File: config.mk
export PLATFORM = sky130hd
export DESIGN_NAME = pts_fifo
export DESIGN_NICKNAME = d
export VERILOG_FILES = /design/src/hw/rtl/pts_fifo.sv
export SDC_FILE = /design/constraint.sdc
export NUM_CORES = 1
export LEC_CHECK = 0
export BUFFER_PORTS_ARGS = -buffer_cell sky130_fd_sc_hd__buf_2
export CAP_MARGIN = 25
export CELL_PAD_IN_SITES_DETAIL_PLACEMENT = 1
export CELL_PAD_IN_SITES_GLOBAL_PLACEMENT = 1
export CORE_MARGIN = 4
export CORE_UTILIZATION = 40
export CTS_CLUSTER_DIAMETER = 150
export DETAILED_ROUTE_END_ITERATION = 6
export PLACE_DENSITY_LB_ADDON = 0.05
export SLEW_MARGIN = 20
export SYNTH_ARGS = -nofsm -noshare
export SYNTH_HDL_FRONTEND = slang
export SYNTH_SLANG_ARGS = --single-unit
File: constraint.sdc
create_clock -name clk -period 1.8 [get_ports clk]
set_clock_uncertainty 0.2 [all_clocks]
set_input_delay 0.09 -clock clk [delete_from_list [all_inputs] [get_ports clk]]
set_output_delay 0.09 -clock clk [all_outputs]
set_load 0.1 [all_outputs]
File: src/hw/rtl/pts_fifo.sv
`timescale 1ns / 1ps
// ----------------------------------------------------------------------------
// Periodic task scheduler queue
// Small first-in first-out queue of registers with push/full and pop/empty.
// ----------------------------------------------------------------------------
module pts_fifo #(
	parameter int DEPTH = 2,
	parameter int W     = 8
) (
	input  logic         clk,
	input  logic         arst_n,
	input  logic         push,
	output logic         full,
	input  logic [W-1:0] data_in,
	output logic         empty,
	input  logic         pop,
	output logic [W-1:0] data_out
);
	localparam int AW = (DEPTH > 1) ? $clog2(DEPTH) : 1;
	localparam int CW = $clog2(DEPTH + 1);

	logic [W-1:0]  mem_q [DEPTH];
	logic [AW-1:0] wr_ptr_q;
	logic [AW-1:0] rd_ptr_q;
	logic [CW-1:0] count_q;
	logic          do_push;
	logic          do_pop;

	assign full     = (count_q == CW'(DEPTH));
	assign empty    = (count_q == '0);
	assign do_push  = push && !full;
	assign do_pop   = pop && !empty;
	assign data_out = mem_q[rd_ptr_q];

	// storage
	always_ff @(posedge clk) begin
		if (do_push) begin
			mem_q[wr_ptr_q] <= data_in;
		end
	end

	// pointers and fill level
	always_ff @(posedge clk or negedge arst_n) begin
		if (!arst_n) begin
			wr_ptr_q <= '0;
			rd_ptr_q <= '0;
			count_q  <= '0;
		end else begin
			if (do_push) begin
				wr_ptr_q <= (wr_ptr_q == AW'(DEPTH - 1)) ? '0 : wr_ptr_q + 1'b1;
			end
			if (do_pop) begin
				rd_ptr_q <= (rd_ptr_q == AW'(DEPTH - 1)) ? '0 : rd_ptr_q + 1'b1;
			end
			if (do_push && !do_pop) begin
				count_q <= count_q + 1'b1;
			end else if (do_pop && !do_push) begin
				count_q <= count_q - 1'b1;
			end
		end
	end

endmodule

== Word level (Yosys, flattened, before mapping) ==
Memory sizes are Yosys's and may differ from the RTL's.
Cells that the tools add are included.
Widths: inputs -> output; s select.
Word-level totals
  latch bits: 0
  bits in registers: 4
  memories: 1
  RAM bits: 16
  memory bits (read-only): 0
  word-level logic and storage cells: 25
Operators by class
  order comparisons: 0
  equal/unequal tests: 1
  divide/modulo/power cells: 0
  shift operators: 0
  multipliers: 0
  reductions and logical operators: 10
  muxes and demuxes: 6
  $add $sub $neg: 4
  bitwise operators: 0
Memory list
  mem_q: words 2, width 8, rd ports 1, clocked after memory_dff 0, write ports 1, line 22  | logic [W-1:0] mem_q [DEPTH];
Operator list (count)
  $logic_and 1x1->1: 4
  $logic_not 1->1: 4
  $mux 1: 4
  $mux 2: 2
  $add 1x1->1 const B: 2
  $add 2x1->2 const B: 1
  $eq 2x2->1 const B: 1
  $logic_not 2->1: 1
  $reduce_bool 2->1: 1
  $sub 2x1->2 const B: 1

== Longest topological paths before layout ==
  depth after elaboration: 7
  mapped depth: 7

== Worst setup path after synthesis ==
Ideal clock, no wire load.
  path kind: register to output
  from: reg count_q[0]
  to: out empty
  slack: -163 ps
  buffers on the path: 0
  arrival: 1673 ps
  cell stages (with the launch flop): 2
  cells stage by stage: dfrtp_1 > nor2_1
Between the ends
  word-level cells in the longest chain between the ends: 1
RTL lines
  from (decl): line 25  | logic [CW-1:0] count_q;
  from (signal assigned): line 56  | count_q <= count_q + 1'b1;
  from (signal assigned): line 58  | count_q <= count_q - 1'b1;
  $logic_not 2->1: line 30  | assign empty = (count_q == '0);
  to (decl): line 15  | output logic empty,
Every way passes these cells.

== Worst setup path after layout ==
  from: reg rd_ptr_q
  to: out data_out[5]
Between the ends
  word-level cells in the longest chain between the ends: 1
RTL lines
  from (decl): line 24  | logic [AW-1:0] rd_ptr_q;
  from (signal assigned): line 53  | rd_ptr_q <= (rd_ptr_q == AW'(DEPTH - 1)) ? '0 : rd_ptr_q + 1'b1;
  $mem_v2 2x8
  to (decl): line 17  | output logic [W-1:0] data_out
Every way passes these cells.

==> impl_results.md <==
- Postcts setup bufs: 0
- CP Max Fanout: 9
- CTS tree: yes
- Max Clk Rate: 578 MHz
- Share of layout cells above drive strength 1: 40.7%
- CP arrival: 1440 ps
- Starting DRT DRC Count: 8
- Area post-placement: 923 µm²
- Crit Path Class: reg2out
- Pre-antenna DRT Iters: 4
- Dpl hpwl: 925 µm
- DR DRC count: 0
- Initial Util: 43.9%
- Cell variety after synth: 15
- Setup crit end kind: output port
- Synth Register Bits: 20
- ANT cells: 0
- Setup_tns: 0 ps
- Worst-margin pin slew: 487 ps
- Final nets: 95
- WL per Instance: 13.4 µm
- Synth warnings: 0
- Gate Count Post-Synth: 44
- CTS HTree Levels: 1
- Post-Syn Area: 782 µm²
- Endpoints failing hold: 0
- CP startpoint kind: flop
- CTS Sinks: 20
- Die Span X: 52.2 µm
- Tcrit/Tclk final: 96.1%
- Tot GR Track Use: 12.9%
- Wirelength, routed: 1420 µm
- Vias in the first global route: 542
- Die H: 52.2 µm
- Period minus WS final: 1730 ps
- Syn Area/Cell: 17.8 µm²
- Die area: 2730 µm²
- Clk slew on worst S/H paths: 110 ps
- Cell Rows: 15
- Status: complete, no violations
- Clk root buf: clkbuf_4
- P&R area growth vs syn: 39.7%
- Number of I/O pins: 22
- Min-delay worst type: in2reg
- Max Cap Viol: 0
- CP Data Required Time: 1510 ps
- Congestion Overflow GR: 0
- Total CTS buffers: 3
- Pins Over Slew Limit: 0
- Share of the yosys chip area belonging to registers: 74.2%
- Clock Path Buffers: 2
- Core area: 1780 µm²
- Largest net degree at the start of global routing: 12
- Worst-Skew Late Latency: 290 ps
- First-pass GRT wire length: 2440 µm
- Antenna violations before repair: 0
- Vias: 472
- Via density: 4.45
- Port-buffer cells: 21
- Post-Syn Nets: 57
- Slew HR: 67.8%
- Design area: 1090 µm²
- Final ANT Viol Nets: 0
- GPL Wtd Cong: 0.757
- Final setup fails: 0
-- worst paths after layout --
check                         endpoint       start  slack, ps  cells after the start
max                        data_out[5]    rd_ptr_q         70                      2
min                        mem_q[0][6]  data_in[6]        310                      2
max reg2reg                 count_q[1]  count_q[0]        150                      7
min reg2reg                   wr_ptr_q    wr_ptr_q        330                      1
max in group asynchronous     rd_ptr_q      arst_n        720                      3
min in group asynchronous     wr_ptr_q      arst_n        490                      3
-- kinds of logic (layout without fill, tap and decap cells) --
family          count (synthesis)  count (layout)  share of synthesized area [%]
mux                             8               8                           11.5
fa+ha+maj                       1               1                           1.60
flops                          20              20                           74.2
simple gates                    6               6                           3.84
compound gates                  1               1                          0.639
buf+inv                         3              40                           1.60
xor+xnor                        5               5                           6.56
-- placed cells by master (no fill, tap or decap), drive strengths merged, types with 2 or more instances in the layout --
cell         count
dfrtp            4
edfxtp          16
xor2             2
inv              2
mux2             8
buf             17
dlygate4sd3     12
xnor2            3
clkbuf           9
nor2             3
-- synth_stat cells (all sizes together) --
library cell | count | area (µm²)
and3 | 1 | 6.26
inv | 2 | 7.51
mux2 | 8 | 90.1
xor2 | 2 | 17.5
edfxtp | 16 | 480
buf | 1 | 5.00
nand2b | 1 | 6.26
nor2 | 3 | 11.3
dfrtp | 4 | 100
o21ai | 1 | 5.00
xnor2 | 3 | 33.8
ha | 1 | 12.5
nand2 | 1 | 6.26
-- metrics by stage --
stage          setup WS (ps)  utilization [%]  instances  hold slack [ps]
2_1_floorplan            191                -         44             -406
3_3_place_gp             162             51.8         90             -295
3_5_place_dp             113             51.8         90             -296
4_1_cts                 14.1             60.1        106              297
5_1_grt                -4.56             61.3        106              286
6_report                69.7             61.3        106              311
-- critical path, cell delays in order, from the launching register on --
cell,delay (ps)
dfrtp_2,510
mux2_1,220
buf_2,420
-- flip-flops by register name, indices dropped and copies added, names as in the netlist --
name,flops
count_q,2
mem_q,16
rd_ptr_q,1
wr_ptr_q,1
-- final cells by class --
type	count	area [µm²]
well taps	25	31.3
fillers	177	691
inverters	2	7.51
flip-flops and latches	20	583
clock buffers	4	26.3
repair buffers	34	250
multi-input cells	21	194
-- metal layers --
metal  share of wire [%]  vias to the layer above  wire (µm)  GRT usage (%)
met4                 2.0                        0         29           6.38
met5                   0                        -          0              0
met2                  55                       13        785           22.0
met3                 4.4                        4         62           2.85
met1                  38                      223        545           15.2
li1                    -                      232          -              -
-- repair_timing --
item / in CTS / in global routing
hold buffers: 12 / 0
endpoints found under the hold margin: 22 / 0
gates resized for setup: 1 / 11
endpoints found under the setup margin: 8 / 8
Power is left out: the tool's default activity adds up to more than one toggle a clock period on the data nets, which glitch-free logic cannot reach.
