--- config.mk ---
export PLATFORM = sky130hd
export DESIGN_NAME = pts_front
export DESIGN_NICKNAME = d
export VERILOG_FILES = /design/src/hw/rtl/pts_pkg.sv /design/src/hw/rtl/pts_fifo.sv /design/src/hw/rtl/pts_front.sv
export SDC_FILE = /design/constraint.sdc
export NUM_CORES = 1
export LEC_CHECK = 0
export ABC_AREA = 1
export CAP_MARGIN = 20
export CORE_MARGIN = 1.5
export CORE_UTILIZATION = 46
export DETAILED_ROUTE_END_ITERATION = 8
export DONT_BUFFER_PORTS = 1
export PLACE_DENSITY = 0.7
export SETUP_SLACK_MARGIN = 0.3
export SLEW_MARGIN = 20
export SYNTH_ARGS = -nofsm -noshare
export SYNTH_HDL_FRONTEND = slang
export SYNTH_SLANG_ARGS = --single-unit
--- constraint.sdc ---
create_clock -name clk -period 6.55 [get_ports clk]
set_input_delay 0.655 -clock clk [delete_from_list [all_inputs] [get_ports clk]]
set_output_delay 0.655 -clock clk [all_outputs]
set_load 0.05 [all_outputs]
--- src/hw/rtl/pts_pkg.sv ---
`timescale 1ns / 1ps
// ----------------------------------------------------------------------------
// Periodic task scheduler package
// Item types, command codes, result codes and fixed time constants.
// ----------------------------------------------------------------------------
package pts_pkg;

	// input item kinds
	localparam logic [2:0] KIND_REGISTER = 3'd0;
	localparam logic [2:0] KIND_ENABLE   = 3'd1;
	localparam logic [2:0] KIND_TICK     = 3'd2;
	localparam logic [2:0] KIND_OUTCOME  = 3'd3;
	localparam logic [2:0] KIND_DEADLINE = 3'd4;

	// classified operations
	localparam logic [2:0] OP_NOP      = 3'd0;
	localparam logic [2:0] OP_REGISTER = 3'd1;
	localparam logic [2:0] OP_ENABLE   = 3'd2;
	localparam logic [2:0] OP_TICK     = 3'd3;
	localparam logic [2:0] OP_OUTCOME  = 3'd4;
	localparam logic [2:0] OP_DEADLINE = 3'd5;

	// result kinds
	localparam logic [1:0] RK_ACK      = 2'd0;
	localparam logic [1:0] RK_RUN      = 2'd1;
	localparam logic [1:0] RK_TICKDONE = 2'd2;
	localparam logic [1:0] RK_DEADLINE = 2'd3;

	// status codes
	localparam logic [1:0] ST_OK    = 2'd0;
	localparam logic [1:0] ST_FULL  = 2'd1;
	localparam logic [1:0] ST_NOREG = 2'd2;

	// time constants
	localparam logic [29:0] NS_PER_SEC   = 30'd1000000000;
	localparam logic [19:0] NS_PER_MS    = 20'd1000000;
	localparam logic [31:0] IDLE_WAIT_MS = 32'd1000;
	localparam logic [31:0] WAIT_CAP     = 32'd2147483647;

	// waits at or above this many ns saturate to the cap
	localparam logic [63:0] CAP_NS = (64'(WAIT_CAP) + 64'd1) * 64'(NS_PER_MS);
	// ceil(2^59 / 15625): exact quotient for any 45-bit dividend
	localparam logic [45:0] MS_RECIP = 46'd36893488147420;

	typedef struct packed {
		logic [2:0]  kind;
		logic [63:0] now_ns;
		logic [3:0]  task_index;
		logic [30:0] period_s;
		logic        enable_flag;
		logic        failed;
	} req_t;

	typedef struct packed {
		logic [1:0]        result_kind;
		logic [1:0]        status;
		logic [3:0]        run_index;
		logic [4:0]        runs_this_tick;
		logic signed [31:0] deadline_ms;
		logic [63:0]       runs_total;
		logic [63:0]       errors_total;
		logic              last;
	} rsp_t;

	typedef struct packed {
		logic [2:0]  op;
		logic [63:0] now_ns;
		logic [3:0]  task_index;
		logic [30:0] period_s;
		logic        enable_flag;
		logic        failed;
	} cmd_t;

endpackage

--- src/hw/rtl/pts_fifo.sv ---
`timescale 1ns / 1ps
// ----------------------------------------------------------------------------
// Periodic task scheduler queue
// Small first-in first-out queue of registers with push/full and pop/empty.
// ----------------------------------------------------------------------------
module pts_fifo #(
	parameter int DEPTH = 2,
	parameter int W     = 8
) (
	input  logic         clk,
	input  logic         arst_n,
	input  logic         push,
	output logic         full,
	input  logic [W-1:0] data_in,
	output logic         empty,
	input  logic         pop,
	output logic [W-1:0] data_out
);
	localparam int AW = (DEPTH > 1) ? $clog2(DEPTH) : 1;
	localparam int CW = $clog2(DEPTH + 1);

	logic [W-1:0]  mem_q [DEPTH];
	logic [AW-1:0] wr_ptr_q;
	logic [AW-1:0] rd_ptr_q;
	logic [CW-1:0] count_q;
	logic          do_push;
	logic          do_pop;

	assign full     = (count_q == CW'(DEPTH));
	assign empty    = (count_q == '0);
	assign do_push  = push && !full;
	assign do_pop   = pop && !empty;
	assign data_out = mem_q[rd_ptr_q];

	// storage
	always_ff @(posedge clk) begin
		if (do_push) begin
			mem_q[wr_ptr_q] <= data_in;
		end
	end

	// pointers and fill level
	always_ff @(posedge clk or negedge arst_n) begin
		if (!arst_n) begin
			wr_ptr_q <= '0;
			rd_ptr_q <= '0;
			count_q  <= '0;
		end else begin
			if (do_push) begin
				wr_ptr_q <= (wr_ptr_q == AW'(DEPTH - 1)) ? '0 : wr_ptr_q + 1'b1;
			end
			if (do_pop) begin
				rd_ptr_q <= (rd_ptr_q == AW'(DEPTH - 1)) ? '0 : rd_ptr_q + 1'b1;
			end
			if (do_push && !do_pop) begin
				count_q <= count_q + 1'b1;
			end else if (do_pop && !do_push) begin
				count_q <= count_q - 1'b1;
			end
		end
	end

endmodule

--- src/hw/rtl/pts_front.sv ---
`timescale 1ns / 1ps
// ----------------------------------------------------------------------------
// Periodic task scheduler front end
// Accepts items, classifies their kind into an operation and queues them.
// ----------------------------------------------------------------------------
module pts_front (
	input  logic          clk,
	input  logic          arst_n,
	input  logic          push,
	output logic          full,
	input  pts_pkg::req_t request,
	output logic          cmd_empty,
	input  logic          cmd_pop,
	output pts_pkg::cmd_t cmd
);
	import pts_pkg::*;

	cmd_t cmd_in;

	// classify item kind
	always_comb begin
		cmd_in.now_ns       = request.now_ns;
		cmd_in.task_index   = request.task_index;
		cmd_in.period_s     = request.period_s;
		cmd_in.enable_flag  = request.enable_flag;
		cmd_in.failed       = request.failed;
		case (request.kind)
			KIND_REGISTER: cmd_in.op = OP_REGISTER;
			KIND_ENABLE:   cmd_in.op = OP_ENABLE;
			KIND_TICK:     cmd_in.op = OP_TICK;
			KIND_OUTCOME:  cmd_in.op = OP_OUTCOME;
			KIND_DEADLINE: cmd_in.op = OP_DEADLINE;
			default:       cmd_in.op = OP_NOP;
		endcase
	end

	// command queue toward the back end
	pts_fifo #(
		.DEPTH(2),
		.W($bits(cmd_t))
	) u_cmd_q (
		.clk(clk),
		.arst_n(arst_n),
		.push(push),
		.full(full),
		.data_in(cmd_in),
		.empty(cmd_empty),
		.pop(cmd_pop),
		.data_out(cmd)
	);

endmodule

Yosys cells after proc, flatten, opt, wreduce, memory -nomap -nowiden

Memories as Yosys holds them, arrays and structs flattened.
Cells that the tools add are included.

Equality and inequality tests: 5
Muxes and demuxes: 7
Reductions and logical operators: 11
Add/sub/neg operators: 4

Operators with widths:

| cell                                                 | count |
|---|---|
| case mux 3 bit (5 select lines)                      | 1 |
| equality test 3 x 2 -> 1 bit (second input constant) | 2 |
| logical AND 1 bit                                    | 4 |
| zero test 1 bit                                      | 4 |
| two-way mux 1 bit                                    | 4 |
| two-way mux 2 bit                                    | 2 |
| equality test 3 x 1 -> 1 bit (second input constant) | 1 |
| equality test 3 bit (second input constant)          | 1 |
| zero test 3 bit                                      | 1 |
| adder 1 bit (second input constant)                  | 2 |
| adder 2 x 1 -> 2 bit (second input constant)         | 1 |
| equality test 2 bit (second input constant)          | 1 |
| zero test 2 bit                                      | 1 |
| nonzero test 2 bit                                   | 1 |
| subtractor 2 x 1 -> 2 bit (second input constant)    | 1 |

Memories: 1
Bits in writable memories: 208
Word-level logic and storage cells: 31
Bits of input ports: 108
Bits in registers: 4

Memory list:

| name          | words | bits a word | read ports | clocked after memory_dff | wr ports | line           | RTL |
|---|---|---|---|---|---|---|---|
| u_cmd_q.mem_q | 2     | 104         | 1          | 0                        | 1        | pts_fifo.sv:22 | `logic [W-1:0] mem_q [DEPTH];` |

Longest topological paths before layout

Depth in word-level cells: 7
Gate-level depth with buffers: 9

Modules after synthesis

From an unflattened synthesis, not the netlist that was laid out.

Cell total of the unflattened synthesis: 584
Area total of the unflattened synthesis: 7850.0 sq um

Modules (own cells, without submodules):

| module    | cells each | area each (sq um) | instances | seq. area each (sq um) |
|---|---|---|---|---|
| pts_fifo  | 575        | 7811.2            | 1         | 6346.1 |
| pts_front | 9          | 38.8              | 1         | 0.0 |

Worst setup path before layout

No wires, ideal clock.

Path type: input to register
Start point: input port push
End point: memory u_cmd_q.mem_q[1][0] (netlist bit), enable pin
Data required time: 5.982 ns
Cell stages on the path: 2
Path slack: 0.894 ns
Arrival: 5.088 ns
Library setup time: 0.568 ns
Cells stage by stage: o21ai_0 nor2_1

Cells in the longest elaborated chain, start to end: 3

RTL lines:

| what                                    | line           | RTL |
|---|---|---|
| start: declaration                      | pts_front.sv:9 | `input logic push,` |
| logical AND 1 bit                       | pts_fifo.sv:31 | `assign do_push = push && !full;` |
| two-way mux 1 bit                       | pts_fifo.sv:37 | `if (do_push) begin` |
| two-way mux 1 bit (implied by the code) | pts_fifo.sv:38 | `mem_q[wr_ptr_q] <= data_in;` |
| end: declaration                        | pts_fifo.sv:22 |  |

No other way between the ends.

==> qor.csv <==
stage,metric,value,unit
setup_path,crit-path most repeated cell,nand2_1,
setup_path,CP bufs+invs,1,
timing,Final Skew,0.00792,ns
run_status,status,finished clean,
placement,setup slack at placement,3.75,ns
synth,cells after synthesis,581,
setup_path,Reg-to-Reg End,u_cmd_q.mem_q[0][99],
detailed_routing,1st-pass router iterations,4,
global_routing,Congestion Overflow GR,0,
final_layout,share of layout cells above drive strength 1,6.80,%
timing,RSZ-0062 raised after global routing,no,
floorplanning,die height,134,um
detailed_routing,vias per cell,5.03,
timing,Sum Neg Setup Slack,0,ns
detailed_routing,DR vias,4139,
clocking,CTS tree,done,
placement,placed cells,782,
clocking,Num Clock Sinks,212,
clocking,H-tree depth,1,
final_layout,antenna cell count,0,
global_routing,first-pass GRT wire length,21.7,mm
floorplanning,Core Footprint,0.0166,mm2
synth,most frequent cell after synthesis,nand2_1,
clocking,clock buffer depth,3,
timing,"Slew Viols, Final",0,
synth,synth cell count leaders,"323 x nand2_1, 208 x edfxtp_1, 10 x buf_2, 9 x buf_4, 7 x inv_1",
setup_path,crit end category,primary output,
synth,Yosys reg bits,212,
synth,Post-synth top flop,edfxtp_1,
synth,syn_nets,690,
global_routing,largest net degree at the start of global routing,106,
timing,WHS,0.259,ns
synth,top cell type's share of synthesized area,79.7,%
placement,HPWL Detailed,9.06,mm
synth,Post-synth EDFFs,208,
synth,yosys warns,0,
timing,Peak Freq,0.303,GHz
timing,Worst-Margin Slew,1.06,ns
timing,final hold vios,0,
setup_path,WS Path Type,reg2out,
setup_path,FF-to-FF Start,u_cmd_q.count_q[1],
setup_path,crit-path max cell delay,0.81,ns
clocking,"CTS clk-pin slew, worst paths",0.06,ns
setup_path,"Cell Chain, Critical Path","inv_4, nand2_1, nand2_1",
worst_hold_path,Hold Path Sink,u_cmd_q.mem_q[0][89],
timing,Tmin final,3.30,ns
detailed_routing,DRT Wirelength,14.6,mm
worst_hold_path,worst hold path type,in2reg,
timing,Tcrit/Tclk final,50.4,%
global_routing,initial antenna violation count,1,
floorplanning,Row Count,47,
synth,ranking of synthesized cells by area,"edfxtp_1 80%, nand2_1 15%, dfrtp_1 1.3%",
clocking,clk_lat worst skew,0.49,ns
setup_path,"delay-heaviest family, CP",buffers and inverters,
final_layout,area delta synth->final,11.1,%
setup_path,R2R cell count,6,
placement,GP Congestion,0.716,
floorplanning,Starting Density,47.1,%
detailed_routing,wire per inst,17.7,um
clocking,post-CTS sizing,0,
synth,syn avg cell area,13.5,um2
synth,Mapped Area,0.00784,mm2
timing,worst setup margin,3.25,ns
detailed_routing,drt drc,0,
floorplanning,DIE AREA,0.0178,mm2
flow_run,max_cap viols,0,
worst_hold_path,HP Start,request[89],
global_routing,Tot GR Track Use,15.7,%
detailed_routing,Initial DRC Count,202,
final_layout,nets@finish,696,
setup_path,Setup crit start kind,flop,
clocking,clock root buffer,clkbuf_16,
final_layout,final non-filler cell total,823,
placement,IO Port Bufs,0,
synth,Synth cell types,17,
floorplanning,Die X,134,um
setup_path,Critical Path AT,2.65,ns
floorplanning,num ports,214,
setup_path,r2r setup slk,3.76,ns
synth,ys async rst share,1.89,%
timing,Finish-stage setup viols,0,
clocking,total CTS buffers,22,
timing,Slew HR,29.5,%
synth,register area share after synthesis,80.9,%
setup_path,slowest CP cell,inv_4,
synth,cell taking the most area after synthesis,edfxtp_1,
global_routing,vias in the first global route,4119,
setup_path,worst-path maximum fanout,105,
worst_hold_path,hold path cells,0,
detailed_routing,Routed Antenna Nets,0,
setup_path,WP data required,5.89,ns
==> stage by stage <==
step                cell area [um2]  util, %
finish                         8710     52.3
global route                   8710     52.3
CTS                            8710     52.3
detailed placement             8000     48.0
global placement               8000     48.0
floorplan                      7840        -
==> placed cells by master (no fill, tap or decap), drive strengths merged <==
cell type and count:
ha 1, o21ai 3, bufinv 2, nor3b 1, xnor2 1, edfxtp 208
a21oi 1, clkinv 14, nand4 1, nand2 323, inv 8, buf 4
nor2 5, clkbuf 24, nand3 1, dlygate4sd3 1, nand3b 1, dfrtp 4
==> flip-flops by register name, summed over array words and instances (netlist names) <==
signal            flops
u_cmd_q.rd_ptr_q      1
u_cmd_q.count_q       2
u_cmd_q.wr_ptr_q      1
u_cmd_q.mem_q       208
==> worst max-delay path by stage <==
| stage | depth (start not counted) | slack, ns | start | endpoint |
|---|---|---|---|---|
| after floorplan | 2 | 0.89 | push | u_cmd_q.mem_q[1][0] |
| after global placement | 3 | 3.81 | u_cmd_q.rd_ptr_q | cmd[15] |
| after detailed placement | 6 | 3.75 | u_cmd_q.count_q[1] | u_cmd_q.mem_q[0][32] |
| after CTS | 3 | 3.20 | u_cmd_q.rd_ptr_q | cmd[7] |
| after global routing | 3 | 3.06 | u_cmd_q.rd_ptr_q | cmd[74] |
| final | 3 | 3.25 | u_cmd_q.rd_ptr_q | cmd[7] |
==> cells by family (layout without fill, tap and decap cells) <==
family / after synthesis / count (layout) / synth area share [%]
adder cells (fa/ha/maj): 1 / 1 / 0.160
AO/OA/AOI/OAI: 4 / 4 / 0.255
buffers and inverters: 31 / 53 / 2.49
flip-flops: 212 / 212 / 80.9
AND/OR/NAND/NOR: 332 / 332 / 16.0
XOR/XNOR: 1 / 1 / 0.112
==> cell type report <==
cell class | count | area (um2)
inverters | 8 | 35.0
fillers | 1350 | 7930
flip-flops and latches | 212 | 6350
clock buffers | 24 | 579
multi-input cells | 338 | 1310
repair buffers | 5 | 40.0
well taps | 220 | 275
clock inverters | 16 | 123
==> layer usage <==
layer / wire (um) / track usage, % / share of wire, %
met1: 5250 / 17.1 / 36
met2: 7210 / 27.5 / 50
met3: 1800 / 7.50 / 12
met5: 12 / 0 / 0.082
met4: 287 / 4.29 / 2.0
==> repair_timing <==
action	in CTS	in global routing
hold buffers	1	0
setup endpoints to repair	0	0
setup buffers	0	0
endpoints found under the hold margin	4	0
Power is left out: the tool's default activity adds up to more than one toggle a clock period on the data nets, which glitch-free logic cannot reach.
