<file path="src/hw/rtl/pts_pkg.sv">
`timescale 1ns / 1ps
// ----------------------------------------------------------------------------
// Periodic task scheduler package
// Item types, command codes, result codes and fixed time constants.
// ----------------------------------------------------------------------------
package pts_pkg;

	// input item kinds
	localparam logic [2:0] KIND_REGISTER = 3'd0;
	localparam logic [2:0] KIND_ENABLE   = 3'd1;
	localparam logic [2:0] KIND_TICK     = 3'd2;
	localparam logic [2:0] KIND_OUTCOME  = 3'd3;
	localparam logic [2:0] KIND_DEADLINE = 3'd4;

	// classified operations
	localparam logic [2:0] OP_NOP      = 3'd0;
	localparam logic [2:0] OP_REGISTER = 3'd1;
	localparam logic [2:0] OP_ENABLE   = 3'd2;
	localparam logic [2:0] OP_TICK     = 3'd3;
	localparam logic [2:0] OP_OUTCOME  = 3'd4;
	localparam logic [2:0] OP_DEADLINE = 3'd5;

	// result kinds
	localparam logic [1:0] RK_ACK      = 2'd0;
	localparam logic [1:0] RK_RUN      = 2'd1;
	localparam logic [1:0] RK_TICKDONE = 2'd2;
	localparam logic [1:0] RK_DEADLINE = 2'd3;

	// status codes
	localparam logic [1:0] ST_OK    = 2'd0;
	localparam logic [1:0] ST_FULL  = 2'd1;
	localparam logic [1:0] ST_NOREG = 2'd2;

	// time constants
	localparam logic [29:0] NS_PER_SEC   = 30'd1000000000;
	localparam logic [19:0] NS_PER_MS    = 20'd1000000;
	localparam logic [31:0] IDLE_WAIT_MS = 32'd1000;
	localparam logic [31:0] WAIT_CAP     = 32'd2147483647;

	// waits at or above this many ns saturate to the cap
	localparam logic [63:0] CAP_NS = (64'(WAIT_CAP) + 64'd1) * 64'(NS_PER_MS);
	// ceil(2^59 / 15625): exact quotient for any 45-bit dividend
	localparam logic [45:0] MS_RECIP = 46'd36893488147420;

	typedef struct packed {
		logic [2:0]  kind;
		logic [63:0] now_ns;
		logic [3:0]  task_index;
		logic [30:0] period_s;
		logic        enable_flag;
		logic        failed;
	} req_t;

	typedef struct packed {
		logic [1:0]        result_kind;
		logic [1:0]        status;
		logic [3:0]        run_index;
		logic [4:0]        runs_this_tick;
		logic signed [31:0] deadline_ms;
		logic [63:0]       runs_total;
		logic [63:0]       errors_total;
		logic              last;
	} rsp_t;

	typedef struct packed {
		logic [2:0]  op;
		logic [63:0] now_ns;
		logic [3:0]  task_index;
		logic [30:0] period_s;
		logic        enable_flag;
		logic        failed;
	} cmd_t;

endpackage

</file>
<file path="src/hw/rtl/pts_exec.sv">
`timescale 1ns / 1ps
// ----------------------------------------------------------------------------
// Periodic task scheduler back end
// Holds the task table, walks it for ticks and deadline queries, scales the
// shortest wait down to milliseconds by a reciprocal multiply and produces
// result items.
// ----------------------------------------------------------------------------
module pts_exec #(
	parameter int MAX_TASKS = 16
) (
	input  logic          clk,
	input  logic          arst_n,
	input  logic          cmd_empty,
	output logic          cmd_pop,
	input  pts_pkg::cmd_t cmd,
	input  logic          rsp_full,
	output logic          rsp_push,
	output pts_pkg::rsp_t rsp
);
	import pts_pkg::*;

	localparam int IW = (MAX_TASKS > 1) ? $clog2(MAX_TASKS) : 1;
	localparam int CW = $clog2(MAX_TASKS + 1);

	localparam logic [3:0] S_IDLE = 4'd0;
	localparam logic [3:0] S_RD   = 4'd1;
	localparam logic [3:0] S_MUL  = 4'd2;
	localparam logic [3:0] S_DEC  = 4'd3;
	localparam logic [3:0] S_NEXT = 4'd4;
	localparam logic [3:0] S_FIN  = 4'd5;
	localparam logic [3:0] S_DIV  = 4'd6;
	localparam logic [3:0] S_EMIT = 4'd7;

	// task table
	logic [30:0] ivl_mem [MAX_TASKS];
	logic        en_mem  [MAX_TASKS];
	logic        hr_mem  [MAX_TASKS];
	logic [63:0] lr_mem  [MAX_TASKS];

	logic [3:0]  state_q;
	logic [3:0]  ret_q;
	logic [2:0]  op_q;
	logic [63:0] now_q;
	logic [IW-1:0] walk_q;
	logic [CW-1:0] count_q;
	logic [4:0]  runs_q;
	logic        any_q;
	logic [63:0] best_q;
	logic [63:0] run_total_q;
	logic [63:0] error_total_q;

	// result under construction
	logic [1:0]  res_kind_q;
	logic [1:0]  res_status_q;
	logic [3:0]  res_index_q;
	logic [4:0]  res_runs_q;
	logic [31:0] res_dl_q;
	logic        res_last_q;

	// walk pipeline
	logic [30:0] rd_ivl_s1;
	logic        rd_en_s1;
	logic        rd_hr_s1;
	logic [63:0] rd_lr_s1;
	logic [63:0] span_s2;
	logic [63:0] el_s2;
	logic        lt_s2;
	logic        en_s2;
	logic        hr_s2;

	// millisecond scaling: wait / 64 times the reciprocal of 15625
	logic [44:0] dy_q;
	logic [90:0] acc_q;
	logic [1:0]  div_cnt_q;

	logic [60:0] span_prod;
	logic [22:0] dy_lo;
	logic [22:0] dy_hi;
	logic [22:0] mul_a;
	logic [22:0] mul_b;
	logic [45:0] mul_prod;
	logic [90:0] pp_sh;
	logic [90:0] acc_nx;
	logic [63:0] wait_d;
	logic        tick_due;
	logic        dl_due;
	logic        idx_bad;
	logic [IW-1:0] idx_addr;
	logic [IW-1:0] cnt_addr;
	logic [IW+3:0] idx_wide;
	logic [CW+IW-1:0] cnt_wide;
	logic [IW+3:0] walk_wide;
	logic        walk_end;

	// memory write controls
	logic          we_reg;
	logic          we_en;
	logic          we_run;

	// address and index conversions
	assign idx_wide  = {{IW{1'b0}}, cmd.task_index};
	assign idx_addr  = idx_wide[IW-1:0];
	assign cnt_wide  = {{IW{1'b0}}, count_q};
	assign cnt_addr  = cnt_wide[IW-1:0];
	assign walk_wide = {4'b0, walk_q};
	assign idx_bad   = ({{CW{1'b0}}, cmd.task_index} >= {4'b0, count_q});
	assign walk_end  = ((CW'(walk_q) + 1'b1) == count_q);

	// per-entry arithmetic
	assign span_prod = 61'(rd_ivl_s1) * 61'(NS_PER_SEC);
	assign tick_due  = en_s2 && (!hr_s2 || (el_s2 >= span_s2));
	assign dl_due    = !hr_s2 || lt_s2 || (el_s2 >= span_s2);
	assign wait_d    = span_s2 - el_s2;

	// one 23x23 partial product per cycle, accumulated at its weight
	assign dy_lo = dy_q[22:0];
	assign dy_hi = {1'b0, dy_q[44:23]};

	always_comb begin
		case (div_cnt_q)
			2'd0: begin
				mul_a = dy_lo;
				mul_b = MS_RECIP[22:0];
			end
			2'd1: begin
				mul_a = dy_lo;
				mul_b = MS_RECIP[45:23];
			end
			2'd2: begin
				mul_a = dy_hi;
				mul_b = MS_RECIP[22:0];
			end
			default: begin
				mul_a = dy_hi;
				mul_b = MS_RECIP[45:23];
			end
		endcase
	end

	assign mul_prod = {23'b0, mul_a} * {23'b0, mul_b};

	always_comb begin
		case (div_cnt_q)
			2'd0:    pp_sh = {45'b0, mul_prod};
			2'd1:    pp_sh = {22'b0, mul_prod, 23'b0};
			2'd2:    pp_sh = {22'b0, mul_prod, 23'b0};
			default: pp_sh = {mul_prod[44:0], 46'b0};
		endcase
	end

	assign acc_nx = acc_q + pp_sh;

	// handshakes
	assign cmd_pop  = (state_q == S_IDLE) && !cmd_empty;
	assign rsp_push = (state_q == S_EMIT) && !rsp_full;

	assign we_reg = cmd_pop && (cmd.op == OP_REGISTER) && (count_q < CW'(MAX_TASKS));
	assign we_en  = cmd_pop && (cmd.op == OP_ENABLE) && !idx_bad;
	assign we_run = (state_q == S_DEC) && (op_q == OP_TICK) && tick_due;

	// result item
	always_comb begin
		rsp.result_kind    = res_kind_q;
		rsp.status         = res_status_q;
		rsp.run_index      = res_index_q;
		rsp.runs_this_tick = res_runs_q;
		rsp.deadline_ms    = res_dl_q;
		rsp.runs_total     = run_total_q;
		rsp.errors_total   = error_total_q;
		rsp.last           = res_last_q;
	end

	// table writes
	always_ff @(posedge clk) begin
		if (we_reg) begin
			ivl_mem[cnt_addr] <= cmd.period_s;
			en_mem[cnt_addr]  <= cmd.enable_flag;
			hr_mem[cnt_addr]  <= 1'b0;
			lr_mem[cnt_addr]  <= '0;
		end else if (we_en) begin
			en_mem[idx_addr] <= cmd.enable_flag;
		end else if (we_run) begin
			hr_mem[walk_q] <= 1'b1;
			lr_mem[walk_q] <= now_q;
		end
	end

	// table reads, registered
	always_ff @(posedge clk) begin
		rd_ivl_s1 <= ivl_mem[walk_q];
		rd_en_s1  <= en_mem[walk_q];
		rd_hr_s1  <= hr_mem[walk_q];
		rd_lr_s1  <= lr_mem[walk_q];
	end

	// span and elapsed time
	always_ff @(posedge clk) begin
		if (state_q == S_MUL) begin
			span_s2 <= 64'(span_prod);
			el_s2   <= now_q - rd_lr_s1;
			lt_s2   <= (now_q < rd_lr_s1);
			en_s2   <= rd_en_s1;
			hr_s2   <= rd_hr_s1;
		end
	end

	// sequencer
	always_ff @(posedge clk or negedge arst_n) begin
		if (!arst_n) begin
			state_q       <= S_IDLE;
			ret_q         <= S_IDLE;
			op_q          <= OP_NOP;
			now_q         <= '0;
			walk_q        <= '0;
			count_q       <= '0;
			runs_q        <= '0;
			any_q         <= 1'b0;
			best_q        <= '0;
			run_total_q   <= '0;
			error_total_q <= '0;
			res_kind_q    <= RK_ACK;
			res_status_q  <= ST_OK;
			res_index_q   <= '0;
			res_runs_q    <= '0;
			res_dl_q      <= '0;
			res_last_q    <= 1'b0;
			dy_q          <= '0;
			acc_q         <= '0;
			div_cnt_q     <= '0;
		end else begin
			case (state_q)
				S_IDLE: begin
					if (cmd_pop) begin
						op_q         <= cmd.op;
						now_q        <= cmd.now_ns;
						walk_q       <= '0;
						runs_q       <= '0;
						any_q        <= 1'b0;
						res_kind_q   <= RK_ACK;
						res_status_q <= ST_OK;
						res_index_q  <= '0;
						res_runs_q   <= '0;
						res_dl_q     <= '0;
						res_last_q   <= 1'b1;
						ret_q        <= S_IDLE;
						state_q      <= S_EMIT;
						case (cmd.op)
							OP_REGISTER: begin
								if (we_reg) begin
									count_q <= count_q + 1'b1;
								end else begin
									res_status_q <= ST_FULL;
								end
							end
							OP_ENABLE: begin
								if (idx_bad) begin
									res_status_q <= ST_NOREG;
								end
							end
							OP_OUTCOME: begin
								if (idx_bad) begin
									res_status_q <= ST_NOREG;
								end else if (cmd.failed) begin
									error_total_q <= error_total_q + 1'b1;
								end
							end
							OP_TICK: begin
								state_q <= (count_q == '0) ? S_FIN : S_RD;
							end
							OP_DEADLINE: begin
								if (count_q == '0) begin
									res_kind_q <= RK_DEADLINE;
									res_dl_q   <= '1;
								end else begin
									state_q <= S_RD;
								end
							end
							default: begin
							end
						endcase
					end
				end
				S_RD: begin
					state_q <= S_MUL;
				end
				S_MUL: begin
					state_q <= S_DEC;
				end
				S_DEC: begin
					state_q <= S_NEXT;
					if (op_q == OP_TICK) begin
						if (tick_due) begin
							run_total_q  <= run_total_q + 1'b1;
							runs_q       <= runs_q + 1'b1;
							res_kind_q   <= RK_RUN;
							res_status_q <= ST_OK;
							res_index_q  <= walk_wide[3:0];
							res_runs_q   <= '0;
							res_dl_q     <= '0;
							res_last_q   <= 1'b0;
							ret_q        <= S_NEXT;
							state_q      <= S_EMIT;
						end
					end else if (en_s2) begin
						if (dl_due) begin
							res_kind_q <= RK_DEADLINE;
							res_dl_q   <= '0;
							res_last_q <= 1'b1;
							ret_q      <= S_IDLE;
							state_q    <= S_EMIT;
						end else if (!any_q || (wait_d < best_q)) begin
							best_q <= wait_d;
							any_q  <= 1'b1;
						end
					end
				end
				S_NEXT: begin
					if (walk_end) begin
						state_q <= S_FIN;
					end else begin
						walk_q  <= walk_q + 1'b1;
						state_q <= S_RD;
					end
				end
				S_FIN: begin
					res_status_q <= ST_OK;
					res_index_q  <= '0;
					res_last_q   <= 1'b1;
					ret_q        <= S_IDLE;
					if (op_q == OP_TICK) begin
						res_kind_q <= RK_TICKDONE;
						res_runs_q <= runs_q;
						res_dl_q   <= '0;
						state_q    <= S_EMIT;
					end else begin
						res_kind_q <= RK_DEADLINE;
						res_runs_q <= '0;
						if (!any_q) begin
							res_dl_q <= IDLE_WAIT_MS;
							state_q  <= S_EMIT;
						end else if (best_q >= CAP_NS) begin
							res_dl_q <= WAIT_CAP;
							state_q  <= S_EMIT;
						end else begin
							// below the cap the wait fits in 51 bits
							dy_q      <= best_q[50:6];
							acc_q     <= '0;
							div_cnt_q <= '0;
							state_q   <= S_DIV;
						end
					end
				end
				S_DIV: begin
					acc_q     <= acc_nx;
					div_cnt_q <= div_cnt_q + 1'b1;
					if (div_cnt_q == 2'd3) begin
						res_dl_q <= acc_nx[90:59];
						state_q  <= S_EMIT;
					end
				end
				S_EMIT: begin
					if (rsp_push) begin
						state_q <= ret_q;
					end
				end
				default: begin
					state_q <= S_IDLE;
				end
			endcase
		end
	end

	// checks
	a_count_bound: assert property (@(posedge clk) disable iff (!arst_n)
		count_q <= CW'(MAX_TASKS))
		else $error("task count beyond table size");

	a_push_only_emit: assert property (@(posedge clk) disable iff (!arst_n)
		rsp_push |-> (state_q == S_EMIT))
		else $error("result pushed outside emit state");

	a_pop_leaves_idle: assert property (@(posedge clk) disable iff (!arst_n)
		cmd_pop |=> (state_q != S_IDLE))
		else $error("command taken but sequencer stayed idle");

	a_runs_from_decide: assert property (@(posedge clk) disable iff (!arst_n)
		!$stable(run_total_q) |-> ($past(state_q) == S_DEC))
		else $error("run total moved outside a tick decision");

endmodule

</file>
<file path="config.mk">
export PLATFORM = sky130hd
export DESIGN_NAME = pts_exec
export DESIGN_NICKNAME = d
export VERILOG_FILES = /design/src/hw/rtl/pts_pkg.sv /design/src/hw/rtl/pts_exec.sv
export SDC_FILE = /design/constraint.sdc
export NUM_CORES = 2
export LEC_CHECK = 0
export ABC_CLOCK_PERIOD_IN_PS = 13600
export BUFFER_PORTS_ARGS = -buffer_cell sky130_fd_sc_hd__buf_2
export CORE_MARGIN = 2
export CORE_UTILIZATION = 55
export DETAILED_ROUTE_END_ITERATION = 12
export PLACE_DENSITY = 0.71
export SLEW_MARGIN = 20
export SYNTH_ARGS = -nofsm -noshare
export SYNTH_HDL_FRONTEND = slang
export SYNTH_SLANG_ARGS = --single-unit
</file>
<file path="constraint.sdc">
create_clock -name clk -period 13.6 [get_ports clk]
set_clock_uncertainty 0.15 [all_clocks]
set_input_delay 0.68 -clock clk [delete_from_list [all_inputs] [get_ports clk]]
set_output_delay 0.68 -clock clk [all_outputs]
set_load 0.01 [all_outputs]
</file>
* Word-level counts from Yosys, hierarchy flattened *
Memory sizes are Yosys's and may differ from the RTL's. A register that Yosys moved wholly into a read port is not among the register bits.
Cells that the tools add are included.

word-level totals
  bits in registers = 585
  bits in latches = 0
  RAM bits = 1552
  memory bits (read-only) = 0
  input bits = 108
  word-level logic and storage cells = 235
  memories = 4

memory list
  name     depth  width  read ports  clocked after Yosys merged registers in  wr ports  RTL line        source
  lr_mem   16     64     1           1                                        1         pts_exec.sv:38  logic [63:0] lr_mem [MAX_TASKS];
  ivl_mem  16     31     1           1                                        1         pts_exec.sv:35  logic [30:0] ivl_mem [MAX_TASKS];
  en_mem   16     1      1           1                                        1         pts_exec.sv:36  logic en_mem [MAX_TASKS];
  hr_mem   16     1      1           1                                        1         pts_exec.sv:37  logic hr_mem [MAX_TASKS];

operators by class
  add/subtract/negate cells = 10
  $mul = 2
  divide/modulo/power cells = 0
  $lt $le $gt $ge = 6
  equal/unequal tests = 34
  shift operators = 0
  muxes and demuxes = 103
  bitwise operators = 4
  reduce and logical (&&, ||, !) cells = 47

operators by type and width
  cell                      number
  $pmux W91 S2              2
  $mux W32                  11
  $mux W91                  3
  $add A64 B1 Y64 const B   2
  $lt A64 B64 Y1            2
  $pmux W32 S4              1
  $add A91 B91 Y91          1
  $ge A64 B51 Y1 const B    1
  $ge A64 B61 Y1            1
  $mux W64                  1
  $reduce_or A64 Y1         1
  $sub A61 B64 Y64          1
  $sub A64 B64 Y64          1
  $mux W4                   15
  $mul A31 B21 Y52 const B  1
  $mul A23 B23 Y46          1
  $mux W2                   17
  $pmux W4 S8               1
  $mux W5                   6
  $mux W1                   29
  $pmux W4 S3               2
  $mux W23                  1
  $ne A2 B2 Y1 const B      11
  $reduce_and A4 Y1         5
  46 further kinds          89

* Logic depth before layout (Yosys ltp) *
  depth in word-level cells = 10
  mapped depth = 47
  mapped depth without buffers = 43

* Least setup slack after synthesis *
No wires, ideal clock.

  kind = register -> register
  start = reg div_cnt_q[0]
  end = reg res_dl_q[31]
  setup time = 0.087 ns
  arrival time = 11.327 ns
  setup slack = 2.036 ns
  cell stages (with the launch flop) = 42
  path buffers = 2
  clock period less this slack = 11.564 ns
  path through = dfrtp_1 > inv_1 > ha_1 > nor2_1 > clkbuf_1 > clkbuf_1 > mux2i_1 > inv_1 > fa_1 > inv_1 > fa_1 > fa_1 > inv_1 > fa_1 > fa_1 > fa_1 > inv_1 > fa_1 > [... 6 more ...] > nor4b_2 > o21bai_1 > a311oi_1 > o21bai_1 > a21oi_1 > xor2_1 > o21ai_0 > ha_1 > and3_1 > a221o_1 > a21oi_1 > nor3b_1 > a21oi_1 > o31ai_2 > o31ai_1 > xor2_1 > mux2_2 > o211ai_1

between the ends
  cells in the longest elaborated chain, start to end = 8
  elaborated cells on any way between the ends = 16
  those cells by class = add/sub (1); mul (1); eq/ne (4); mux (5); reduce/logical (5)

ends and longest elaborated chain
  item                                         RTL line                          source
  from (decl)                                  pts_exec.sv:74                    logic [1:0] div_cnt_q;
  from (signal assigned)                       pts_exec.sv:355                   div_cnt_q <= div_cnt_q + 1'b1;
  $eq A2 B1 Y1, or another cell as far along   pts_exec.sv:120, pts_exec.sv:143
  $reduce_or A2 Y1 (no source line)            --
  $mux W23 / $mux W18 (equally long branches)  pts_exec.sv:120                   case (div_cnt_q)
  $mul A23 B23 Y46                             pts_exec.sv:140                   assign mul_prod = {23'b0, mul_a} * {23'b0, mul_b};
  $pmux W91 S2                                 pts_exec.sv:143                   case (div_cnt_q)
  $add A91 B91 Y91                             pts_exec.sv:151                   assign acc_nx = acc_q + pp_sh;
  $mux W32                                     pts_exec.sv:356                   if (div_cnt_q == 2'd3) begin
  $pmux W32 S4                                 pts_exec.sv:231                   case (state_q)
  to (signal assigned)                         pts_exec.sv:357                   res_dl_q <= acc_nx[90:59];
  to (decl)                                    pts_exec.sv:57                    logic [31:0] res_dl_q;

Several ways; a longest one is shown, not always the timed one. The select of a mux whose other input is x is not followed.
A chain may end at the register's enable or synchronous reset.

* Final worst setup path *
Ends and elaborated chain as after synthesis.

==> impl_results.md <==
- Status: complete, no violations
- Cell mode on critical path: fa_1
- Post-Route Utilization: 61.66%
- Core Area: 222700 µm²
- Slew HR: 14.94%
- CP max stage cell: nor2_2
- Vias: 80416
- CTS Sinks: 2229
- Crit Path Category: register to register
- Main synth FF type: edfxtp_1
- Gate Count Post-Synth: 9719
- Type of the most critical hold path: input port to register
- Final setup vio count: 0
- Distinct cells, synth: 114
- Largest net degree at the start of global routing: 151
- Max cap viols: 0
- Period Utilization, post-route: 94.03%
- Fin Setup TNS: 0 ns
- Area contributors post-synth: edfxtp_1 41%, dfrtp_1 9.3%, fa_1 8.7%
- RePlAce Congestion: 0.9721
- Most frequent cell after synthesis: edfxtp_1
- Postcts setup bufs: 0
- WP data arrival: 13.40 ns
- First-pass GRT wire length: 509700 µm
- Critical R2R Launch: div_cnt_q[0]
- Hold Buf Count CTS: 100
- Layout area overhead: 11.16%
- DRC Markers: 0
- Hold Path Cell Cnt: 4
- Crit-path max cell delay: 0.59 ns
- EDFF count, synth: 1671
- FF-to-FF path depth: 40
- Mapped cell area: 123600 µm²
- CP max FO: 10
- DP HPWL: 230100 µm
- Crit path time final: 12.79 ns
- Port Buf Inserts: 283
- CP endpoint kind: register
- CTS tree: built
- Fraction of layout cells with a size suffix above 1: 11.09%
- Clock buffer depth: 3
- Skew-Pair Late Insertion Delay: 0.91 ns
- FMAX: 78.20 MHz
- WL/cell: 25.46 µm
- Antenna violations before repair: 11
- PostCTS Resize Cnt: 0
- GR Overflow Total: 0
- Async S/R FF share, synth: 20.68%
- Worst Path Required: 14.21 ns
- #FFs+latches synth: 2229
- Die height: 478.0 µm
- Synth warn: 0
- Max-slew violation count: 0
- Die area: 228500 µm²
- Final WL: 337600 µm
- Ports: 284
- Antenna-violating nets left: 0
- Finished Layout Cells: 13260
- Post-synth top cells: 1671 x edfxtp_1, 1135 x inv_1, 796 x ha_1
- Placed cells: 12731
- Final instance area: 137300 µm²
- Number of DRC markers in iteration 0: 7600
- RR Endpoint: res_dl_q[31]
- Final Hold Viols: 0
- Vias in the first global route: 80812
- FP Rows: 173
- Synth area leader: edfxtp_1
- RSZ-0062 raised after global routing: no
- Num CTS Buffers: 222
- DRT Pass-1 Iters: 8
- Vias/cell: 6.065
- Clock slew at reported path FFs: 0.06 ns
- # H-tree levels: 4
- Fin nets: 11518
- Sequential cell area fraction in the yosys report: 51.52%
- Setup crit start kind: register
- Slew at the pin closest to its max-slew limit: 1.276 ns
- GRT Total Usage: 29.44%
- HP Start: cmd_empty
- Setup slack, reg-to-reg: 0.81 ns
- Chip width: 478.0 µm
- Area after DPL: 128500 µm²
- Crit path buffers/inverters: 6
- Hold EP: state_q[1]
- Initial core utilization: 55.47%
- Syn_area_per_cell: 12.71 µm²
- Yosys top cell area share: 40.61%
- CTS root buf: clkbuf_16
- CP delay by family, top: adder cells
tightest hold or removal path, cell delays in order:
cell and delay [ns]:
buf_2 0.11, nor2_1 0.08, nand2_1 0.06, a21oi_1 0.06
metrics by stage:
stage	setup WS (ns)	hold slack, ns
floorplan	2.036	0.2344
global placement	1.085	0.2431
detailed placement	0.9072	0.2535
CTS	0.8349	0.008822
global route	0.1430	0.07132
finish	0.8118	0.08118
metal layers:
metal	part of all wire, %	track usage (%)	up-vias
li1	-	-	35808
met1	41	41.10	40934
met2	48	47.49	3114
met3	7.3	4.225	552
met4	3.8	10.12	8
met5	0.015	0	-
flip-flops by register name, summed over array words and instances, names as in the netlist, 31 cells and up:
register / flops
lr_mem: 1024
ivl_mem: 496
acc_q: 90
best_q: 64
el_s2: 64
error_total_q: 64
now_q: 64
rd_lr_s1: 64
run_total_q: 64
span_s2: 52
dy_q: 45
res_dl_q: 32
rd_ivl_s1: 31
worst max path at each step:
stage / start / depth (start not counted) / endpoint
global placement: div_cnt_q[0] / 40 / res_dl_q[31]
detailed placement: div_cnt_q[0] / 40 / res_dl_q[31]
floorplan: div_cnt_q[0] / 41 / res_dl_q[31]
global route: div_cnt_q[1] / 40 / res_dl_q[31]
CTS: div_cnt_q[0] / 40 / res_dl_q[31]
finish: div_cnt_q[0] / 40 / res_dl_q[31]
cell usage in the layout (no fill, tap or decap), types with 223 or more instances in the layout:
master,synthesis,routed
edfxtp_1,1671,1671
inv_1,1135,1134
ha_1,796,796
nand2_1,722,720
fa_1,534,534
dfrtp_1,461,457
mux2i_1,428,428
a21oi_1,387,387
o21ai_0,347,346
nor2_1,375,343
buf_2,13,282
xnor2_1,276,276
clkbuf_16,0,223
kinds of logic after synthesis:
| kind of cell | share of synthesized area [%] |
|---|---|
| AOI/OAI and AO/OA | 9.180 |
| muxes | 8.033 |
| xor gates and xnor gates | 3.006 |
| and+or+nand+nor | 6.925 |
| DFF | 51.52 |
| adders and majority gates | 16.71 |
| other | 0.003035 |
| buffers and inverters | 4.622 |
cell type report:
class / instances / area [µm²]
clock inverter: 131 / 1742
sequential: 2229 / 63670
tap: 2975 / 3722
antenna: 7 / 17.52
clock buffer: 291 / 6066
inverter: 1138 / 4275
multi-input combinational: 5990 / 54510
timing repair buffer: 499 / 3339
fill: 17012 / 85390
Power is not shown: default switching activity piles up to over one toggle a cycle in this logic, so the estimate is an artifact.
